`src/rtl/core/hs_ram.sv`:
```
// Generic simple dual-port RAM: one write port, one read port with registered data.
// Standalone; no package needed.
`timescale 1ns / 1ps

module hs_ram #(
    parameter int WIDTH = 32,
    parameter int DEPTH = 64
) (
    input  logic                     i_clk,
    input  logic                     i_we,
    input  logic [$clog2(DEPTH)-1:0] i_waddr,
    input  logic [WIDTH-1:0]         i_wdata,
    input  logic                     i_re,
    input  logic [$clog2(DEPTH)-1:0] i_raddr,
    output logic [WIDTH-1:0]         o_rdata
);

    logic [WIDTH-1:0] r_mem [DEPTH];
    logic [WIDTH-1:0] r_rdata;

    always_ff @(posedge i_clk) begin
        if (i_we) begin
            r_mem[i_waddr] <= i_wdata;
        end
    end

    // Read data holds while no read is issued.
    always_ff @(posedge i_clk) begin
        if (i_re) begin
            r_rdata <= r_mem[i_raddr];
        end
    end

    assign o_rdata = r_rdata;

endmodule

```
`config.mk`:
```
export PLATFORM = sky130hd
export DESIGN_NAME = hs_ram
export DESIGN_NICKNAME = d
export VERILOG_FILES = /design/src/rtl/core/hs_ram.sv
export SDC_FILE = /design/constraint.sdc
export NUM_CORES = 2
export LEC_CHECK = 0
export ABC_CLOCK_PERIOD_IN_PS = 3400
export BUFFER_PORTS_ARGS = -buffer_cell sky130_fd_sc_hd__buf_2
export CELL_PAD_IN_SITES_DETAIL_PLACEMENT = 1
export CELL_PAD_IN_SITES_GLOBAL_PLACEMENT = 2
export CORE_MARGIN = 2
export CORE_UTILIZATION = 45
export CTS_CLUSTER_SIZE = 12
export DETAILED_ROUTE_END_ITERATION = 12
export PLACE_DENSITY_LB_ADDON = 0.05
export SYNTH_ARGS = -nofsm -noshare
export SYNTH_HDL_FRONTEND = slang
export SYNTH_SLANG_ARGS = --single-unit
```
`constraint.sdc`:
```
create_clock -name i_clk -period 3.4 [get_ports i_clk]
set_input_delay 0.17 -clock i_clk [delete_from_list [all_inputs] [get_ports i_clk]]
set_output_delay 0.17 -clock i_clk [all_outputs]
set_load 0.01 [all_outputs]
```
==> results.json <==
{
  "cp_max_fo": 1,
  "synth_compound_area_share_pct": 1.67,
  "holdWs_ps": 37.4,
  "setup_viol": 0,
  "yosysTopAreaCell": "edfxtp_1",
  "numCtsBuffers": 216,
  "multi_input_area_um2": 16000,
  "syn_area_per_cell_um2": 23.7,
  "crit_arrival_ps": 3180,
  "grt_usage_pct": 25.9,
  "rsz0062_at_grt": "no",
  "final_util_pct": 52.2,
  "worst_slack_ps": 796,
  "cts.sinks": 2080,
  "layout_min_cycle_time_ps": 2600,
  "drv_slew": 0,
  "synthAdderAreaFrac_pct": 0,
  "die_area_um2": 179000,
  "clock_skew_ps": 32.2,
  "timing.final.crit_share_pct": 76.6,
  "cp-end-kind": "flip-flop",
  "finalHoldViolCount": 0,
  "synthSimpleGateAreaFrac_pct": 1.26,
  "p_clk_share_pct": 41.2,
  "port_buffers": 78,
  "syn_area_um2": 78800,
  "start_util_pct": 45.3,
  "start_kind": "flip-flop",
  "first_global_vias": 40000,
  "seq_area_um2": 62500,
  "max_freq_ghz": 0.384,
  "syn2layout_area_growth_pct": 15.2,
  "row_count": 153,
  "max-vdd-ir-drop_mv": 0.535,
  "outcome": "finished, final reports clean",
  "ys_seq_area_share_pct": 79.2,
  "grt_first_pass_wirelength_um": 319000,
  "firstDrtPassIters": 5,
  "synthCells": 3324,
  "core_region_area_um2": 174000,
  "gp_congestion": 0.786,
  "power.switching_mw": 11.7,
  "die_x_um": 423,
  "cts_tree": "built",
  "drc_errors": 0,
  "wl_per_cell_um": 36.9,
  "pwr-share-seq_pct": 53.3,
  "dp_slack_ps": 64.0,
  "num_io_pins": 79,
  "swShare_pct": 21.8,
  "antenna_found_initial": 17,
  "tightest_slew_ps": 1280,
  "viasPerCell": 6.14,
  "post-dp-hpwl_um": 133000,
  "power.leakage_nw": 28.4,
  "yosys_warnings": 0,
  "synth_mux_area_share_pct": 16.7,
  "gr-total-overflow": 0,
  "postCtsSetupRepairBufs": 0,
  "drtIter0Drc": 4337,
  "cts_max_path_buffers": 3,
  "dieHeight_um": 423,
  "clk_latency_ps": 860,
  "worstSetupPathType": "flip-flop to flip-flop",
  "synth_area_leaders": "edfxtp_1, mux4_2, mux2i_1",
  "slew-limit-headroom_pct": 14.8,
  "ctsResizeCount": 0,
  "clk_pin_slew_ps": 60,
  "holdCritPathClass": "input pin to flip-flop",
  "fillers": 14800,
  "syn-num-nets": 3371,
  "power.internal_mw": 41.9,
  "drv_cap": 0,
  "cts_max_level": 4,
  "synth_xor_area_share_pct": 0,
  "vias": 38100,
  "finalWirelength_um": 229000,
  "synth_top_family_by_area": "multiplexers",
  "antenna_left": 0,
  "synth_cell_types": 33,
  "cts-root-buf": "clkbuf_16",
  "p_total_mw": 53.6,
  "worstPathRequired_ps": 3980,
  "grt_max_degree": 57,
  "finalNetCount": 3752,
  "fin_setup_tns_ps": 0,
  "ys_seq_elements": 2080,
  "power_frac_comb_pct": 5.5,
  "p_per_area_nw_per_um2": 590,
  "drive_gt1_share_pct": 31.3,
  "yosys.area.top_type_share_pct": 79.2
}
routing by layer:
layer	wire length, µm	vias to the layer above	GRT usage (%)	share of wire [%]
met2	110000	1481	40.8	48
met5	0	-	0	0
met3	15100	226	3.75	6.6
met4	4350	0	5.96	1.9
met1	100000	21300	38.7	44
li1	-	15100	-	-
synth_stat cells, drive strengths merged:
cell / instances
a21oi: 62
a22oi: 12
a311oi: 8
a31oi: 1
a41o: 4
and2: 2
and3: 4
buf: 108
clkbuf: 74
edfxtp: 2080
mux2i: 93
mux4: 544
nand2: 26
nand2b: 8
nand3: 5
nand3b: 5
nand4: 2
nand4b: 1
nor2: 137
nor2b: 15
nor3: 7
o221ai: 27
o22ai: 84
o32ai: 4
or2: 3
or3: 3
or3b: 5
layout by cell type (no fill, tap or decap), drive strengths merged, types with 2 or more instances in the layout:
master	netlist	routed
edfxtp	2080	2080
mux4	544	544
buf	108	332
clkbuf	74	283
nor2	137	137
clkinv	0	94
mux2i	93	93
o22ai	84	84
a21oi	62	62
o221ai	27	27
nand2	26	26
nor2b	15	15
dlygate4sd3	0	13
a22oi	12	12
diode	0	8
a311oi	8	8
bufinv	0	8
nand2b	8	8
inv	0	8
nor3	7	7
nand3b	5	5
nand3	5	5
or3b	5	5
and3	4	4
a41o	4	4
o32ai	4	4
or3	3	3
or2	3	3
and2	2	2
nand4	2	2
power by group through the flow:
stage	Clock [mW]	Sequential (mW)	Combinational, mW
5_1_grt	23.4	28.6	3.10
6_report	22.1	28.6	2.94
2_1_floorplan	0	29.1	1.38
3_3_place_gp	0	29.1	2.89
4_1_cts	22.5	28.6	2.98
3_5_place_dp	0	29.1	2.96
critical path: stages (launching register included):
cell and delay (ps):
edfxtp_1 370, mux4_2 500, mux4_2 580, o22ai_1 770, nor2_1 110
area by class of cell:
type                    instances  share of cell area, %
diodes                          8                 0.0221
clock buffers                 283                   6.28
clock inverters               111                  0.896
multi-input cells            1062                   17.6
flip-flops and latches       2080                   68.8
well taps                    2325                   3.20
repair buffers                345                   3.21
flip-flops by register name (all words and copies together) (netlist names):
name and cells:
r_mem 2048, o_rdata 32
path summary, 6_finish.rpt:
path,from,to,slack (ps),depth (start not counted)
worst min register to register,r_mem[12][17],o_rdata[17],830,4
worst max-delay path,r_mem[31][21],o_rdata[21],800,4
worst max register to register,r_mem[31][21],o_rdata[21],800,4
worst min-delay path,i_wdata[9],r_mem[26][9],40,1
logic make-up (layout without fill, tap and decap cells):
| kind of cell | count (synthesis) | count (layout) |
|---|---|---|
| AOI/OAI and AO/OA | 202 | 202 |
| buffers and inverters | 182 | 739 |
| DFF | 2080 | 2080 |
| muxes | 637 | 637 |
| other | 0 | 8 |
| and+or+nand+nor | 223 | 223 |
repair_timing:
action	CTS	global route
hold buffers	13	0
setup endpoints to repair	0	0
endpoints found under the hold margin	321	0
per-stage QoR:
| stage | cells | area (µm²) |
|---|---|---|
| floorplan | 3324 | 78800 |
| global placement | 5799 | 84100 |
| detailed placement | 5799 | 84100 |
| CTS | 6206 | 90800 |
| global route | 6206 | 90800 |
| finish | 6214 | 90800 |
No activity file was read; power rests on OpenSTA's default activity.
